$ cat src/hw/rtl/lba_pkg.sv
// Shared types and constants for the linked block allocator.
`default_nettype none
package lba_pkg;

  localparam int NUM_BLOCKS = 64;
  localparam int NUM_FILES  = 16;

  // Field widths of the transfer payloads
  localparam int CMD_W      = 1;
  localparam int COUNT_W    = 7;
  localparam int FILE_W     = 4;
  localparam int STATUS_W   = 2;
  localparam int BLOCK_ID_W = 6;

  // Internal widths
  localparam int BIDX_W = (NUM_BLOCKS > 1) ? $clog2(NUM_BLOCKS) : 1;
  localparam int LINK_W = $clog2(NUM_BLOCKS + 1);
  localparam int FIDX_W = (NUM_FILES > 1) ? $clog2(NUM_FILES) : 1;
  localparam int FCNT_W = $clog2(NUM_FILES + 1);

  localparam logic [LINK_W-1:0] LINK_END = LINK_W'(NUM_BLOCKS);

  localparam logic [CMD_W-1:0] CMD_ALLOC = 1'b0;
  localparam logic [CMD_W-1:0] CMD_LIST  = 1'b1;

  localparam logic [STATUS_W-1:0] ST_OK      = 2'd0;
  localparam logic [STATUS_W-1:0] ST_NOSPACE = 2'd1;
  localparam logic [STATUS_W-1:0] ST_FULL    = 2'd2;
  localparam logic [STATUS_W-1:0] ST_NOFILE  = 2'd3;

  typedef struct packed {
    logic [CMD_W-1:0]   cmd;
    logic [COUNT_W-1:0] block_count;
    logic [FILE_W-1:0]  file_index;
  } in_item_t;

  typedef struct packed {
    logic [STATUS_W-1:0]   status;
    logic [FILE_W-1:0]     file_slot;
    logic [BLOCK_ID_W-1:0] block_id;
    logic                  has_block;
    logic                  last;
  } out_item_t;

  // Classified command as it waits in the queue
  typedef struct packed {
    logic               is_list;
    logic [COUNT_W-1:0] block_count;
    logic [FILE_W-1:0]  file_index;
  } op_t;

  // Front to back handoff
  typedef struct packed {
    logic valid;
    op_t  op;
  } op_chan_t;

endpackage
`default_nettype wire

$ cat src/hw/rtl/lba_front.sv
// Front end: accepts commands, decodes them and queues them for the back end.
`default_nettype none
module lba_front
  import lba_pkg::*;
(
  input  wire logic     clk,
  input  wire logic     rst_n,
  input  wire logic     in_valid,
  output logic          in_stall,
  input  wire in_item_t in_data,
  output op_chan_t      op_chan,
  input  wire logic     op_pop
);

  localparam int DEPTH = 2;

  op_t        queue_r [DEPTH];
  logic       wr_ptr_r, wr_ptr_nxt;
  logic       rd_ptr_r, rd_ptr_nxt;
  logic [1:0] cnt_r, cnt_nxt;
  logic       push;
  logic       pop;
  op_t        op_in;

  assign in_stall = (cnt_r == 2'(DEPTH));
  assign push     = in_valid && !in_stall;
  assign pop      = op_pop && (cnt_r != 2'd0);

  always_comb begin
    op_in.is_list     = (in_data.cmd == CMD_LIST);
    op_in.block_count = in_data.block_count;
    op_in.file_index  = in_data.file_index;
  end

  always_comb begin
    wr_ptr_nxt = push ? ~wr_ptr_r : wr_ptr_r;
    rd_ptr_nxt = pop ? ~rd_ptr_r : rd_ptr_r;
    cnt_nxt    = cnt_r + 2'(push) - 2'(pop);
  end

  always_ff @(posedge clk) begin
    if (!rst_n) begin
      wr_ptr_r <= 1'b0;
      rd_ptr_r <= 1'b0;
      cnt_r    <= 2'd0;
    end else begin
      wr_ptr_r <= wr_ptr_nxt;
      rd_ptr_r <= rd_ptr_nxt;
      cnt_r    <= cnt_nxt;
    end
  end

  always_ff @(posedge clk) begin
    if (push) begin
      queue_r[wr_ptr_r] <= op_in;
    end
  end

  assign op_chan.valid = (cnt_r != 2'd0);
  assign op_chan.op    = queue_r[rd_ptr_r];

endmodule
`default_nettype wire

$ cat src/hw/rtl/lba_back.sv
// Back end: block pool, link and file tables, allocate scan and chain walk.
`default_nettype none
module lba_back
  import lba_pkg::*;
(
  input  wire logic      clk,
  input  wire logic      rst_n,
  input  wire op_chan_t  op_chan,
  output logic           op_pop,
  output logic           out_valid,
  input  wire logic      out_stall,
  output out_item_t      out_data
);

  typedef enum logic [2:0] {
    S_IDLE,
    S_SCAN,
    S_FIN,
    S_LSTART,
    S_LWALK
  } state_t;

  state_t              state_r, state_nxt;
  logic [NUM_BLOCKS-1:0] used_r, used_nxt;
  logic [FCNT_W-1:0]   files_r, files_nxt;
  logic [LINK_W-1:0]   free_r, free_nxt;
  logic [COUNT_W-1:0]  count_r, count_nxt;
  logic [LINK_W-1:0]   taken_r, taken_nxt;
  logic [BIDX_W-1:0]   scan_r, scan_nxt;
  logic [LINK_W-1:0]   head_r, head_nxt;
  logic [BIDX_W-1:0]   tail_r, tail_nxt;
  logic [BIDX_W-1:0]   cur_r, cur_nxt;
  logic [BIDX_W-1:0]   n_r, n_nxt;
  logic [FILE_W-1:0]   idx_r, idx_nxt;
  logic                out_valid_r, out_valid_nxt;
  out_item_t           out_data_r, out_data_nxt;

  logic [LINK_W-1:0]   nl_mem [NUM_BLOCKS];
  logic [LINK_W-1:0]   cs_mem [NUM_FILES];
  logic [LINK_W-1:0]   nl_rdata;
  logic [LINK_W-1:0]   cs_rdata;
  logic                nl_we, nl_re, cs_we, cs_re;
  logic [BIDX_W-1:0]   nl_waddr, nl_raddr;
  logic [LINK_W-1:0]   nl_wdata;
  logic [FIDX_W-1:0]   cs_waddr, cs_raddr;
  logic [LINK_W-1:0]   cs_wdata;

  logic                out_free;
  logic                out_ld;
  out_item_t           out_item;
  logic                walk_last;
  op_t                 op;

  assign op       = op_chan.op;
  assign out_free = !out_valid_r || !out_stall;
  assign walk_last = (nl_rdata >= LINK_END) || (n_r == BIDX_W'(NUM_BLOCKS - 1));

  always_comb begin
    state_nxt = state_r;
    used_nxt  = used_r;
    files_nxt = files_r;
    free_nxt  = free_r;
    count_nxt = count_r;
    taken_nxt = taken_r;
    scan_nxt  = scan_r;
    head_nxt  = head_r;
    tail_nxt  = tail_r;
    cur_nxt   = cur_r;
    n_nxt     = n_r;
    idx_nxt   = idx_r;
    op_pop    = 1'b0;
    nl_we     = 1'b0;
    nl_waddr  = tail_r;
    nl_wdata  = LINK_END;
    nl_re     = 1'b0;
    nl_raddr  = cur_r;
    cs_we     = 1'b0;
    cs_waddr  = files_r[FIDX_W-1:0];
    cs_wdata  = head_r;
    cs_re     = 1'b0;
    cs_raddr  = FIDX_W'(op.file_index);
    out_ld    = 1'b0;
    out_item  = '0;
    out_item.last = 1'b1;

    case (state_r)
      S_IDLE: begin
        if (op_chan.valid) begin
          if (!op.is_list) begin
            if (LINK_W'(op.block_count) > free_r) begin
              if (out_free) begin
                out_ld          = 1'b1;
                out_item.status = ST_NOSPACE;
                op_pop          = 1'b1;
              end
            end else if (files_r >= FCNT_W'(NUM_FILES)) begin
              if (out_free) begin
                out_ld          = 1'b1;
                out_item.status = ST_FULL;
                op_pop          = 1'b1;
              end
            end else begin
              op_pop    = 1'b1;
              count_nxt = op.block_count;
              taken_nxt = '0;
              scan_nxt  = '0;
              head_nxt  = LINK_END;
              state_nxt = S_SCAN;
            end
          end else begin
            if (FCNT_W'(op.file_index) >= files_r) begin
              if (out_free) begin
                out_ld             = 1'b1;
                out_item.status    = ST_NOFILE;
                out_item.file_slot = op.file_index;
                op_pop             = 1'b1;
              end
            end else begin
              op_pop    = 1'b1;
              cs_re     = 1'b1;
              idx_nxt   = op.file_index;
              state_nxt = S_LSTART;
            end
          end
        end
      end

      S_SCAN: begin
        if (taken_r == LINK_W'(count_r)) begin
          state_nxt = S_FIN;
        end else begin
          if (!used_r[scan_r]) begin
            used_nxt[scan_r] = 1'b1;
            if (head_r == LINK_END) begin
              head_nxt = LINK_W'(scan_r);
            end else begin
              nl_we    = 1'b1;
              nl_waddr = tail_r;
              nl_wdata = LINK_W'(scan_r);
            end
            tail_nxt  = scan_r;
            taken_nxt = taken_r + LINK_W'(1);
          end
          scan_nxt = scan_r + BIDX_W'(1);
        end
      end

      S_FIN: begin
        if (out_free) begin
          nl_we    = (head_r != LINK_END);
          nl_waddr = tail_r;
          nl_wdata = LINK_END;
          cs_we    = 1'b1;
          cs_waddr = files_r[FIDX_W-1:0];
          cs_wdata = head_r;
          files_nxt = files_r + FCNT_W'(1);
          free_nxt  = free_r - taken_r;
          out_ld             = 1'b1;
          out_item.status    = ST_OK;
          out_item.file_slot = FILE_W'(files_r);
          if (head_r != LINK_END) begin
            out_item.block_id  = BLOCK_ID_W'(head_r);
            out_item.has_block = 1'b1;
          end
          state_nxt = S_IDLE;
        end
      end

      S_LSTART: begin
        if (cs_rdata >= LINK_END) begin
          if (out_free) begin
            out_ld             = 1'b1;
            out_item.status    = ST_OK;
            out_item.file_slot = idx_r;
            state_nxt          = S_IDLE;
          end
        end else begin
          nl_re     = 1'b1;
          nl_raddr  = cs_rdata[BIDX_W-1:0];
          cur_nxt   = cs_rdata[BIDX_W-1:0];
          n_nxt     = '0;
          state_nxt = S_LWALK;
        end
      end

      S_LWALK: begin
        if (out_free) begin
          out_ld             = 1'b1;
          out_item.status    = ST_OK;
          out_item.file_slot = idx_r;
          out_item.block_id  = BLOCK_ID_W'(cur_r);
          out_item.has_block = 1'b1;
          out_item.last      = walk_last;
          if (walk_last) begin
            state_nxt = S_IDLE;
          end else begin
            nl_re    = 1'b1;
            nl_raddr = nl_rdata[BIDX_W-1:0];
            cur_nxt  = nl_rdata[BIDX_W-1:0];
            n_nxt    = n_r + BIDX_W'(1);
          end
        end
      end

      default: begin
        state_nxt = S_IDLE;
      end
    endcase

    out_data_nxt  = out_ld ? out_item : out_data_r;
    out_valid_nxt = out_ld || (out_valid_r && out_stall);
  end

  always_ff @(posedge clk) begin
    if (!rst_n) begin
      state_r     <= S_IDLE;
      used_r      <= '0;
      files_r     <= '0;
      free_r      <= LINK_W'(NUM_BLOCKS);
      out_valid_r <= 1'b0;
    end else begin
      state_r     <= state_nxt;
      used_r      <= used_nxt;
      files_r     <= files_nxt;
      free_r      <= free_nxt;
      out_valid_r <= out_valid_nxt;
    end
    count_r    <= count_nxt;
    taken_r    <= taken_nxt;
    scan_r     <= scan_nxt;
    head_r     <= head_nxt;
    tail_r     <= tail_nxt;
    cur_r      <= cur_nxt;
    n_r        <= n_nxt;
    idx_r      <= idx_nxt;
    out_data_r <= out_data_nxt;
  end

  always_ff @(posedge clk) begin
    if (nl_we) begin
      nl_mem[nl_waddr] <= nl_wdata;
    end
    if (nl_re) begin
      nl_rdata <= nl_mem[nl_raddr];
    end
  end

  always_ff @(posedge clk) begin
    if (cs_we) begin
      cs_mem[cs_waddr] <= cs_wdata;
    end
    if (cs_re) begin
      cs_rdata <= cs_mem[cs_raddr];
    end
  end

  assign out_valid = out_valid_r;
  assign out_data  = out_data_r;

endmodule
`default_nettype wire

$ cat src/hw/rtl/linked_block_allocator.sv
// Top level of the linked block allocator: command queue front, allocator back.
//
//   port group   dir  payload     role
//   in_*         in   in_item_t   command transfer (allocate / list)
//   out_*        out  out_item_t  result transfer, one or more per command
//
// Allocate: S_IDLE takes the command, S_SCAN tests one pool block per cycle
// until the request is met (up to NUM_BLOCKS) and then sees the count reached,
// and S_FIN commits and posts the result. Errors post straight from S_IDLE.
// List: S_IDLE and S_LSTART fetch the chain head, then one result per block.
// Synchronous active-low reset frees every block and empties the file table.
// A two-entry queue takes commands while a result waits; out_stall holds the walk.
`default_nettype none
module linked_block_allocator
  import lba_pkg::*;
(
  input  wire logic      clk,
  input  wire logic      rst_n,
  input  wire logic      in_valid,
  output logic           in_stall,
  input  wire in_item_t  in_data,
  output logic           out_valid,
  input  wire logic      out_stall,
  output out_item_t      out_data
);

  op_chan_t op_chan;
  logic     op_pop;

  lba_front u_front (
    .clk      (clk),
    .rst_n    (rst_n),
    .in_valid (in_valid),
    .in_stall (in_stall),
    .in_data  (in_data),
    .op_chan  (op_chan),
    .op_pop   (op_pop)
  );

  lba_back u_back (
    .clk       (clk),
    .rst_n     (rst_n),
    .op_chan   (op_chan),
    .op_pop    (op_pop),
    .out_valid (out_valid),
    .out_stall (out_stall),
    .out_data  (out_data)
  );

endmodule
`default_nettype wire
$ cat config.mk
export PLATFORM = sky130hd
export DESIGN_NAME = linked_block_allocator
export DESIGN_NICKNAME = d
export VERILOG_FILES = /design/src/hw/rtl/lba_pkg.sv /design/src/hw/rtl/lba_front.sv /design/src/hw/rtl/lba_back.sv /design/src/hw/rtl/linked_block_allocator.sv
export SDC_FILE = /design/constraint.sdc
export NUM_CORES = 1
export LEC_CHECK = 0
export ABC_CLOCK_PERIOD_IN_PS = 6000
export BUFFER_PORTS_ARGS = -buffer_cell sky130_fd_sc_hd__buf_2
export CAP_MARGIN = 20
export CORE_ASPECT_RATIO = 0.75
export CORE_MARGIN = 4
export CORE_UTILIZATION = 50
export CTS_CLUSTER_SIZE = 14
export DETAILED_ROUTE_END_ITERATION = 6
export GPL_ROUTABILITY_DRIVEN = 0
export PLACE_DENSITY = 0.65
export SYNTH_ARGS = -nofsm -noshare
export SYNTH_HDL_FRONTEND = slang
export SYNTH_HIERARCHICAL = 1
export SYNTH_SLANG_ARGS = --single-unit
$ cat constraint.sdc
create_clock -name clk -period 6 [get_ports clk]
set_clock_uncertainty 0.1 [all_clocks]
set_input_delay 0.6 -clock clk [delete_from_list [all_inputs] [get_ports clk]]
set_output_delay 0.6 -clock clk [all_outputs]
set_load 0.03 [all_outputs]
# After elaboration in Yosys (flattened, before gate mapping)
# Memories as Yosys holds them, arrays and structs flattened. A register that Yosys moved wholly into a read port is not among the register bits.
# Index checks and enable logic that the tools add are counted.
# Widths: inputs -> output; s select.
# word_totals
reg_bits	147
mem_bits_rw	584
output_inout_bits	16
n_memories	3
# classes
addsub	7
magnitude_cmp	7
eq_ne	24
mux	100
n_bitwise	9
n_reduce_logical	25
# mem_list
name	depth	width	rd	rd_ports_with_merged_regs	write_ports	line	text
u_back.nl_mem	64	7	1	1	1	lba_back.sv:38	logic [LINK_W-1:0] nl_mem [NUM_BLOCKS];
u_back.cs_mem	16	7	1	1	1	lba_back.sv:39	logic [LINK_W-1:0] cs_mem [NUM_FILES];
u_front.queue_r	2	12	1	1	1	lba_front.sv:17	op_t queue_r [DEPTH];
# ops
op	count
$mux 7	18
$mux 6	15
$or 64x64->64	1
$pmux 7 s2	3
$mux 1	36
$pmux 6 s2	3
$mux 3	10
$pmux 6 s4	1
$ne 2x2->1 const B	8
$pmux 3 s5	1
$ge 7x7->1 const B	2
$reduce_and 7->1	2
$add 6x1->6 const B	2
$mux 12	1
$mux 11	1
$mux 2	4
$mux 4	2
$ne 2x1->1 const B	4
$not 1->1	8
$reduce_and 4->1	2
$reduce_and 8->1	1
$add 7x1->7 const B	1
$eq 7x7->1	1
$eq 7x7->1 const B	1
31 further kinds	44

# Depth between registers and ports, before layout
# Gate-level depths: netlist of run 1.
# logic_depth
word_depth	11
ltp_mapped	18
depth_no_buf	17

# By module
# Netlist of run 1, hierarchy kept.
# by_module_without_submodules
mod	instances	cells_per_inst	area_per_inst_um2	seq_area_each_um2
lba_back	1	1982	29477.0	20669.8
lba_front	1	64	1142.3	820.8

# Worst setup path before layout of run 1
# OpenSTA, ideal clock, no wires.
# synth_path
kind	flip-flop to flip-flop
from	reg u_back.scan_r[2]
to	mem u_back/nl_mem[0][5] in the netlist's numbering, data pin
arrival_ns	4.320
slack_ns	1.082
stages_incl_launch_ff	11
period_less_slack_ns	4.918
cell_sequence	edfxtp_1 -> clkbuf_1 -> clkbuf_1 -> mux4_2 -> mux2i_1 -> o32ai_1 -> a221oi_2 -> nand2_1 -> nor2_1 -> inv_1 -> nor2_1
# synth_via
elab_chain_cells	5
# synth_lines
item	line	text
start, declared	lba_back.sv:29	logic [BIDX_W-1:0] scan_r, scan_nxt;
start signal, assigned	lba_back.sv:230	scan_r <= scan_nxt;
$bmux 1 s6	lba_back.sv:132	if (!used_r[scan_r]) begin
$mux 1 (not written as such)	lba_back.sv:132	
$mux 7	lba_back.sv:132	
$mux 7	lba_back.sv:129	if (taken_r == LINK_W'(count_r)) begin
$mux 7	-	
net u_back.nl_wdata[5]	lba_back.sv:44	logic [LINK_W-1:0] nl_wdata;
end, declared	lba_back.sv:38	
# The timed path passes the listed nets, and every way through them passes these cells. The select of a mux whose other input is x is not followed.

# Final worst setup path of run 1
# layout_path
from	reg u_back.scan_r[1]
to	mem u_back/nl_mem[45][5] in the netlist's numbering, enable pin
# layout_via
elab_chain_cells	7
# layout_lines
item	line	text
$bmux 1 s6	lba_back.sv:132	
$mux 1 (not written as such)	lba_back.sv:132	
$mux 1	lba_back.sv:132	
$mux 1	lba_back.sv:129	
$pmux 1 s2	lba_back.sv:86	case (state_r)
$mux 1	lba_back.sv:240	if (nl_we) begin
$mux 1 (not written as such)	lba_back.sv:241	nl_mem[nl_waddr] <= nl_wdata;
# No other way between the ends. The select of a mux whose other input is x is not followed.

==> results.toml, run 1 <==
[timing]
setup_viol = 0
clock.fmax_mhz = 207.1
post-route-period-util_pct = 80.47
slew_headroom_pct = 25.08
hold_viol_final = 0
min_period_ps = 4828
rsz0062_at_grt = "no"
tightest_slew_ps = 1121
finalMaxSlewViolations = 0
finalSetupTns_ps = 0

[floorplanning]
die-area_um2 = 65300
rows = 78
start_util_pct = 50.60
die_h_um = 222.3
io_pins = 32
die_w_um = 293.7
coreArea_um2 = 60510

[setup_path]
crit_path_max_fanout = 27
start_kind = "flop"
crit_start = "u_back/scan_r[1]"
endpoint_kind = "flop"
arrival_ps = 4970
crit_required_ps = 6140
crit_type = "flop to flop"
r2r-start = "u_back/scan_r[1]"
r2r_cells = 9

[pwr]
pwr-share-clk_pct = 27.7
p_sw_share_pct = 34.12
p_seq_share_pct = 42.3
combPwrFrac_pct = 30.0
power.static_leakage_nw = 12.08
power_mw = 16.12
peakVddDrop_uv = 269.2
switching_power_mw = 5.499
power.density_nw_per_um2 = 472.2
p_int_mw = 10.62

[routing]
drc_errors = 0
vias_per_cell = 6.094
antenna_left = 0
drt-wirelength-per-cell_um = 24.31
first_pass_iters = 6
routed_wirelength_um = 72060
drtIter0Drc = 2273
num_vias = 18060

[yosys]
ys.warnings.count = 6
yosys.area.top_type = "edfxtp_1"
synth-seq-cells = 746
synthTopCellsByArea = "edfxtp_1, dfxtp_1, mux2i_1"
yosys-top-cells-count = "edfxtp_1, nand2_1, mux2i_1, dfxtp_1, nor2_1"
synth-async-reset-ratio_pct = 0
synth_top_cell_area_share_pct = 64.24
synth_most_common_cell = "edfxtp_1"
syn_nets = 2089
synth_area_um2 = 30620
avgSynthCellArea_um2 = 14.97
synth-seq-area-share_pct = 70.19
synth_edf_count = 655
synth_ff_type = "edfxtp_1"
synth_cell_types = 87
syn_inst = 2046

[clock_tree]
cts_tree = "yes"
clock_latency_ps = 620
ctsRootBufferMaster = "clkbuf_16"
cts_buffers = 72
postCtsSetupRepairBufs = 0
h-tree-depth = 3
cts_sinks = 746
clk_path_buf_depth = 3
cts_hold_buffers = 0
cts.reportedPaths.clkPinSlew_ps = 60
cts_resized = 0

[place]
port_buffers = 31
place_hpwl_um = 46780

[global_route]
grt_use_total_pct = 22.02
grt_pass1_wl_um = 108800
met2_usage_pct = 29.92
grt_max_degree = 73
grt_pass1_vias = 17070
busiest_layer = "met1"
use_met1_pct = 36.36
use_met3_pct = 4.347
globalRoute.totalOverflow = 0
antenna_found_initial = 0

[final_layout]
syn_to_final_growth_pct = 11.50
n_fill_cell = 4715
final_core_util_pct = 56.42
nNetsFinal = 2151
insertedDiodeCount = 0
regArea_um2 = 21490
layout-drive-gt1-share_pct = 15.39
multi_input_area_um2 = 8428

[hold_path]
hold_depth = 1
hold_start = "in_data[10]"
hp-class = "input pin to flop"

[run]
drv_cap = 0

[status]
status = "finished, final reports clean"
[critical path, cell delays in order, from the launching register on]
cell and delay (ps):
edfxtp_1 950, mux2_2 410, a221oi_1 330, o211ai_1 140, a32o_1 300, a221oi_2 560, a21oi_4 210, nor3b_1 510
nand2_1 300, nor2_1 620
[layout make-up]
| type | count | area share, % |
|---|---|---|
| Sequential cell | 746 | 62.95 |
| Clock buffer | 94 | 5.728 |
| Clock inverter | 36 | 1.074 |
| Timing Repair Buffer | 104 | 2.093 |
| Tap cell | 800 | 2.932 |
| Inverter | 48 | 0.5424 |
| Multi-Input combinational cell | 1136 | 24.69 |
[logic make-up after synthesis]
logic type | count (synthesis) | synth area share [%]
xor+xnor | 31 | 0.8867
fa+ha+maj | 27 | 1.128
flops | 746 | 70.19
simple gates | 534 | 8.434
compound gates | 303 | 7.057
mux | 241 | 9.783
buf+inv | 164 | 2.525
[metal layers]
layer / vias to the layer above / wire length (um) / part of all wire [%]
li1: 8014 / - / -
met1: 9084 / 33670 / 47
met2: 871 / 29800 / 41
met3: 95 / 7269 / 10
met4: 0 / 1317 / 1.8
met5: - / 0 / 0
[placed cells by master (no fill, tap or decap), drive strengths merged, types with 12 or more instances in the layout]
master and instances:
o22ai 63, a21boi 14, edfxtp 655, a21oi 31, mux2i 165, mux4 40
and2 18, buf 103, mux2 36, clkbuf 95, clkinv 28, nand2 227
inv 49, nor2 85, xnor2 19, xor2 12, o21ai 82, nand3 62
and3 16, nor4 61, dfxtp 91, ha 26
[worst paths after layout]
kind,to,slack [ps]
max,u_back/nl_mem[45][5],1170
min,u_front/queue_r[1][10],80
max reg2reg,u_back/nl_mem[45][5],1170
min reg2reg,u_back/used_r[35],350
[state kept, by name, summed over array words and instances (netlist names), 2 cells and up, named ones only]
register         cells
u_front/cnt_r        2
u_back/nl_rdata      7
u_back/tail_r        6
u_back/state_r       3
u_back/out_data     14
u_back/idx_r         4
u_front/queue_r     24
u_back/nl_mem      448
u_back/cur_r         6
u_back/cs_mem      112
u_back/used_r       64
u_back/cs_rdata      7
u_back/head_r        7
u_back/taken_r       7
u_back/count_r       7
u_back/free_r        7
u_back/scan_r        6
u_back/files_r       5
u_back/n_r           6
[stage by stage]
step                area [um2]  setup slack [ps]  hold WS [ps]  std cells
CTS                      34110              1277         41.63       2960
floorplan                30620              1082         316.8       2046
global placement         31790              1338         332.3       2830
detailed placement       31790              1238         341.7       2830
finish                   34140              1172         75.92       2964
global route             34140             822.9         49.38       2964
[power by group through the flow]
| stage | combinational [mW] | sequential, mW | clock (mW) |
|---|---|---|---|
| floorplan | 3.40 | 6.79 | 0 |
| global placement | 4.68 | 6.91 | 0 |
| detailed placement | 4.76 | 6.93 | 0 |
| CTS | 4.79 | 6.82 | 4.55 |
| global route | 5.17 | 6.86 | 4.78 |
| finish | 4.83 | 6.82 | 4.46 |
(Power assumes the default switching activity.)
==> inputs of run 2 (changes only) <==
- ABC_CLOCK_PERIOD_IN_PS: 6000 -> 4850
- clock period: 6 -> 4.85 ns (I/O delays scaled with it)
==> results.toml, run 2 (synthesized netlist as in run 1, its figures left out) <==
[final_layout]
layout-drive-gt1-share_pct = 16.20
largest_register = "u_back/nl_mem"
largestRegisters = "u_back/nl_mem x448, u_back/cs_mem x112, u_back/used_r x64"
insertedDiodeCount = 0
n_fill_cell = 4738
final_core_util_pct = 56.94
syn_to_final_growth_pct = 12.52
largest_register_ffs = 448
final_cell_mix = "edfxtp_1, nand2_1, mux2i_1"
final_common_cell = "edfxtp_1"
nNetsFinal = 2191
final_cell_area_um2 = 34450

[setup_path]
crit_required_ps = 5000
timing.rr.end = "u_back/nl_mem[62][6]"
r2r-start = "u_back/scan_r[2]"
r2r_cells = 9
cp_slowest_cell = "edfxtp_1"
arrival_ps = 4590
cp_slowest_stage_delay_ps = 870
endpoint_kind = "flop"
crit_path_max_fanout = 24
crit_type = "flop to flop"
crit_chain = "inv_1 -> and2_1 -> a221o_1 -> a32o_1 -> a221oi_2 -> a21oi_4 -> nor3b_1 -> nand3_1 -> nor2_1"
start_kind = "flop"
reg2reg_slack_ps = 410

[global_route]
busiest_layer = "met1"
grt_max_degree = 65
grt_pass1_wl_um = 110900
use_met3_pct = 6.046
grt_use_total_pct = 22.36
met2_usage_pct = 31.61
antenna_found_initial = 0
globalRoute.totalOverflow = 0
use_met1_pct = 34.80
grt_pass1_vias = 17620

[timing]
rsz0062_at_grt = "no"
min_period_ps = 4438
clock.fmax_mhz = 225.3
hold_viol_final = 0
hold_ws_ps = 115.1
finalMaxSlewViolations = 0
finalSetupTns_ps = 0
slew_headroom_pct = 39.00
setup_viol = 0
post-route-period-util_pct = 91.50
tightest_slew_ps = 911.7

[clock_tree]
h-tree-depth = 3
clk_path_buf_depth = 3
clock_latency_ps = 620
cts.reportedPaths.clkPinSlew_ps = 60
cts_tree = "yes"
cts_resized = 0
cts_hold_buffers = 12
cts_buffers = 72
cts_sinks = 746
postCtsSetupRepairBufs = 0
ctsRootBufferMaster = "clkbuf_16"

[run]
drv_cap = 0

[pwr]
peakVddDrop_uv = 293.3
switching_power_mw = 6.956
pwr-share-clk_pct = 26.5
combPwrFrac_pct = 31.5
p_int_mw = 13.07
power.static_leakage_nw = 12.24
power.density_nw_per_um2 = 581.4
p_sw_share_pct = 34.73
p_seq_share_pct = 42.0

[floorplanning]
die_w_um = 293.7
rows = 78
start_util_pct = 50.60
die_h_um = 222.3
coreArea_um2 = 60510
io_pins = 32
die-area_um2 = 65300

[hold_path]
hold_depth = 3
hold_start = "in_valid"
hp-class = "input pin to flop"
min_to = "u_front/wr_ptr_r"

[routing]
first_pass_iters = 5
num_vias = 18080
drt-wirelength-per-cell_um = 24.33
routed_wirelength_um = 73080
antenna_left = 0
drc_errors = 0
vias_per_cell = 6.018
drtIter0Drc = 2275

[place]
port_buffers = 31
place_hpwl_um = 46640
place_area_um2 = 32110

[status]
status = "finished, final reports clean"
==> run 2: cell types whose count changed in the layout (fill, tap and decap cells not counted), moves of 2 or more <==
| cell | before | now |
|---|---|---|
| inv_16 | 0 | 2 |
| buf_12 | 1 | 9 |
| clkbuf_8 | 5 | 3 |
| buf_4 | 68 | 90 |
| bufinv_16 | 6 | 2 |
| clkinv_1 | 15 | 20 |
| clkinv_8 | 3 | 0 |
| dlygate4sd3_1 | 0 | 12 |
==> run 2: worst max path at each step <==
stage                                 start                    to  slack, ps
after floorplan            u_back/scan_r[2]   u_back/nl_mem[0][5]        -70
after global placement    u_back/state_r[0]    u_back/nl_rdata[4]        640
after detailed placement  u_back/state_r[0]    u_back/nl_rdata[4]        530
after CTS                 u_back/state_r[0]    u_back/nl_rdata[4]        500
after global routing       u_back/scan_r[0]  u_back/nl_mem[41][2]        130
final                      u_back/scan_r[2]  u_back/nl_mem[62][6]        410
==> run 2: cell type report <==
class                           instances  area (um2)  share of cell area, %
Inverter                               48       185.2                 0.5375
Tap cell                              800        1001                  2.905
Timing Repair Buffer                  144        1141                  3.312
Sequential cell                       746       21490                  62.38
Clock inverter                         39       281.5                 0.8171
Clock buffer                           91        1924                  5.586
Multi-Input combinational cell       1136        8428                  24.46
==> run 2: power by group through the flow <==
stage / Clock [mW] / Sequential [mW] / Combinational [mW]
after detailed placement: 0 / 8.54 / 6.22
after global placement: 0 / 8.51 / 6.11
after global routing: 5.69 / 8.45 / 6.74
after floorplan: 0 / 8.40 / 4.20
final: 5.31 / 8.41 / 6.32
after CTS: 5.41 / 8.40 / 6.24
==> run 2: layer usage <==
metal,wire length (um),vias up
met4,1197,0
met1,32880,9051
met2,31430,820
met5,0,-
met3,7563,95
li1,-,8113
==> run 2: worst max-delay path, delay by kind of cell, from the launching register on <==
kind,cells,cell delay [ps]
AO/OA/AOI/OAI,4,1270
buffers and inverters,1,340
flip-flops,1,870
AND/OR/NAND/NOR,4,1490
==> run 2: metrics by stage <==
stage | setup slack (ps) | cells | power [mW]
2_1_floorplan | -68.49 | 2046 | 12.60
3_3_place_gp | 642.7 | 2859 | 14.62
3_5_place_dp | 530.8 | 2859 | 14.76
4_1_cts | 504.3 | 3001 | 20.06
5_1_grt | 133.7 | 3004 | 20.88
6_report | 412.4 | 3004 | 20.03
==> inputs of run 3 (changes only) <==
- ABC_AREA: default -> 1
- CORE_ASPECT_RATIO: 0.75 -> 2
- SETUP_SLACK_MARGIN: default -> 0.1
==> results.toml, run 3 <==
[global_route]
grt_use_total_pct = 23.70
globalRoute.totalOverflow = 0
grt_max_degree = 225
grt_pass1_wl_um = 126400
grt_pass1_vias = 22570
antenna_found_initial = 2

[routing]
routed_wirelength_um = 84190
drt-wirelength-per-cell_um = 21.06
first_pass_iters = 6
antenna_left = 0
drtIter0Drc = 2016
num_vias = 22490
vias_per_cell = 5.626
drc_errors = 0

[yosys]
yosys.area.top_type = "edfxtp_1"
synth_edf_count = 655
synth-seq-cells = 746
synth_cell_types = 48
synth-async-reset-ratio_pct = 0
avgSynthCellArea_um2 = 10.51
synth-seq-area-share_pct = 65.94
ys.warnings.count = 6
synthTopCellsByArea = "edfxtp_1, nand3_1, nand2_1"
syn_nets = 3144
synth_ff_type = "edfxtp_1"
syn_inst = 3101
synth_area_um2 = 32590
synth_top_cell_area_share_pct = 60.35
synth_most_common_cell = "edfxtp_1"
yosys-top-cells-count = "edfxtp_1, nand2_1, nand3_1, inv_1, nor2_1"

[clock_tree]
h-tree-depth = 3
clock_latency_ps = 590
cts.reportedPaths.clkPinSlew_ps = 60
postCtsSetupRepairBufs = 0
cts_buffers = 66
clk_path_buf_depth = 3
cts_tree = "yes"
ctsRootBufferMaster = "clkbuf_16"
cts_resized = 0
cts_sinks = 746

[pwr]
power.static_leakage_nw = 13.35
power_mw = 20.35
peakVddDrop_uv = 481.5
power.density_nw_per_um2 = 571.7

[floorplanning]
rows = 132
coreArea_um2 = 64740
die_h_um = 369.1
die-area_um2 = 69580
io_pins = 32
die_w_um = 188.5
start_util_pct = 50.34

[timing]
finalMaxSlewViolations = 0
clock.fmax_mhz = 241.2
setup_viol = 0
slew_headroom_pct = 26.70
hold_ws_ps = 29.44
post-route-period-util_pct = 85.49
hold_viol_final = 0
finalSetupTns_ps = 0
tightest_slew_ps = 1098
rsz0062_at_grt = "no"
min_period_ps = 4146

[setup_path]
endpoint_kind = "flop"
crit_type = "flop to flop"
crit_path_max_fanout = 58
reg2reg_slack_ps = 700
arrival_ps = 4260
start_kind = "flop"
crit_required_ps = 4970

[final_layout]
final_common_cell = "edfxtp_1"
largest_register = "u_back/nl_mem"
nNetsFinal = 3129
largest_register_ffs = 448
syn_to_final_growth_pct = 9.221
layout-drive-gt1-share_pct = 6.526
final_cell_mix = "edfxtp_1, nand2_1, nand3_1"
largestRegisters = "u_back/nl_mem x448, u_back/cs_mem x112, u_back/used_r x64"
insertedDiodeCount = 0
final_cell_area_um2 = 35600

[status]
status = "finished, final reports clean"

[place]
port_buffers = 31
place_area_um2 = 33530
place_hpwl_um = 54020

[run]
drv_cap = 0

[hold_path]
hp-class = "input pin to flop"
-- run 3: changes by cell type in the layout (fill, tap and decap cells not counted), sizes merged, moves of 70 or more --
cell / previous run / this run
nand3b: 7 / 85
nor2: 85 / 314
mux2i: 165 / 0
inv: 52 / 334
a21oi: 31 / 101
nand3: 62 / 516
nand2: 227 / 592
-- run 3: critical path, stage by stage (launching register included) --
cell and delay [ps]:
dfxtp_1 300, buf_4 190, mux2_2 920, inv_1 150
ha_1 320, o21ai_0 70, nand2_1 60, nand2_1 50
nand2_1 60, nand2_1 50, a21oi_1 200, inv_1 100
nor2_1 250, inv_1 90, o21ai_0 280, nand2_1 110
nand2_1 490
-- run 3: area by class of cell --
class                   count  area (um2)
flip-flops and latches    746       21490
clock inverters            15       98.84
multi-input cells        1858        9165
repair buffers             80       638.1
fillers                  5587       29140
well taps                 871        1090
inverters                 334        1259
clock buffers              93        1857
-- run 3: stage by stage --
step | utilization, % | cells | setup WS, ps
2_1_floorplan | - | 3101 | 661.1
3_3_place_gp | 51.79 | 3878 | 734.9
3_5_place_dp | 51.79 | 3878 | 745.5
4_1_cts | 54.98 | 3997 | 719.9
5_1_grt | 54.98 | 3997 | 349.1
6_report | 54.98 | 3997 | 703.6
-- run 3: final timing paths --
check	from	end	cells after the start
max	flop	u_back/out_data[10]	16
min	in_data[0]	u_front/queue_r[1][0]	1
max reg2reg	flop	u_back/out_data[10]	16
min reg2reg	u_back/used_r[0]	u_back/used_r[0]	2
-- run 3: logic make-up (layout without fill, tap and decap cells) --
family                     Yosys count  in the layout  share of synthesized area [%]
and+or+nand+nor                   1533           1533                          21.10
DFF                                746            746                          65.94
buffers and inverters              497            522                          6.192
AOI/OAI and AO/OA                  273            273                          4.833
adders and majority gates           27             27                          1.060
xor gates and xnor gates            13             13                         0.3493
muxes                               12             12                         0.5298
-- run 3: power by group --
part,internal [mW],switching [mW]
logic,1.84,5.23
clock network,2.71,2.18
registers,7.99,0.401
-- run 3: timing repair --
| item | CTS | global route |
|---|---|---|
| endpoints found under the setup margin | 0 | 0 |
| hold buffers | 11 | 0 |
| hold endpoints to repair | 22 | 0 |
-- run 3: per-layer routing --
layer / share of wire [%] / track usage, % / up-vias / routed length (um)
met5: 0 / 0 / - / 0
met4: 7.3 / 15.99 / 0 / 6184
met3: 5.1 / 3.058 / 275 / 4282
met2: 54 / 44.34 / 811 / 45070
met1: 34 / 24.37 / 10830 / 28650
li1: - / - / 10570 / -
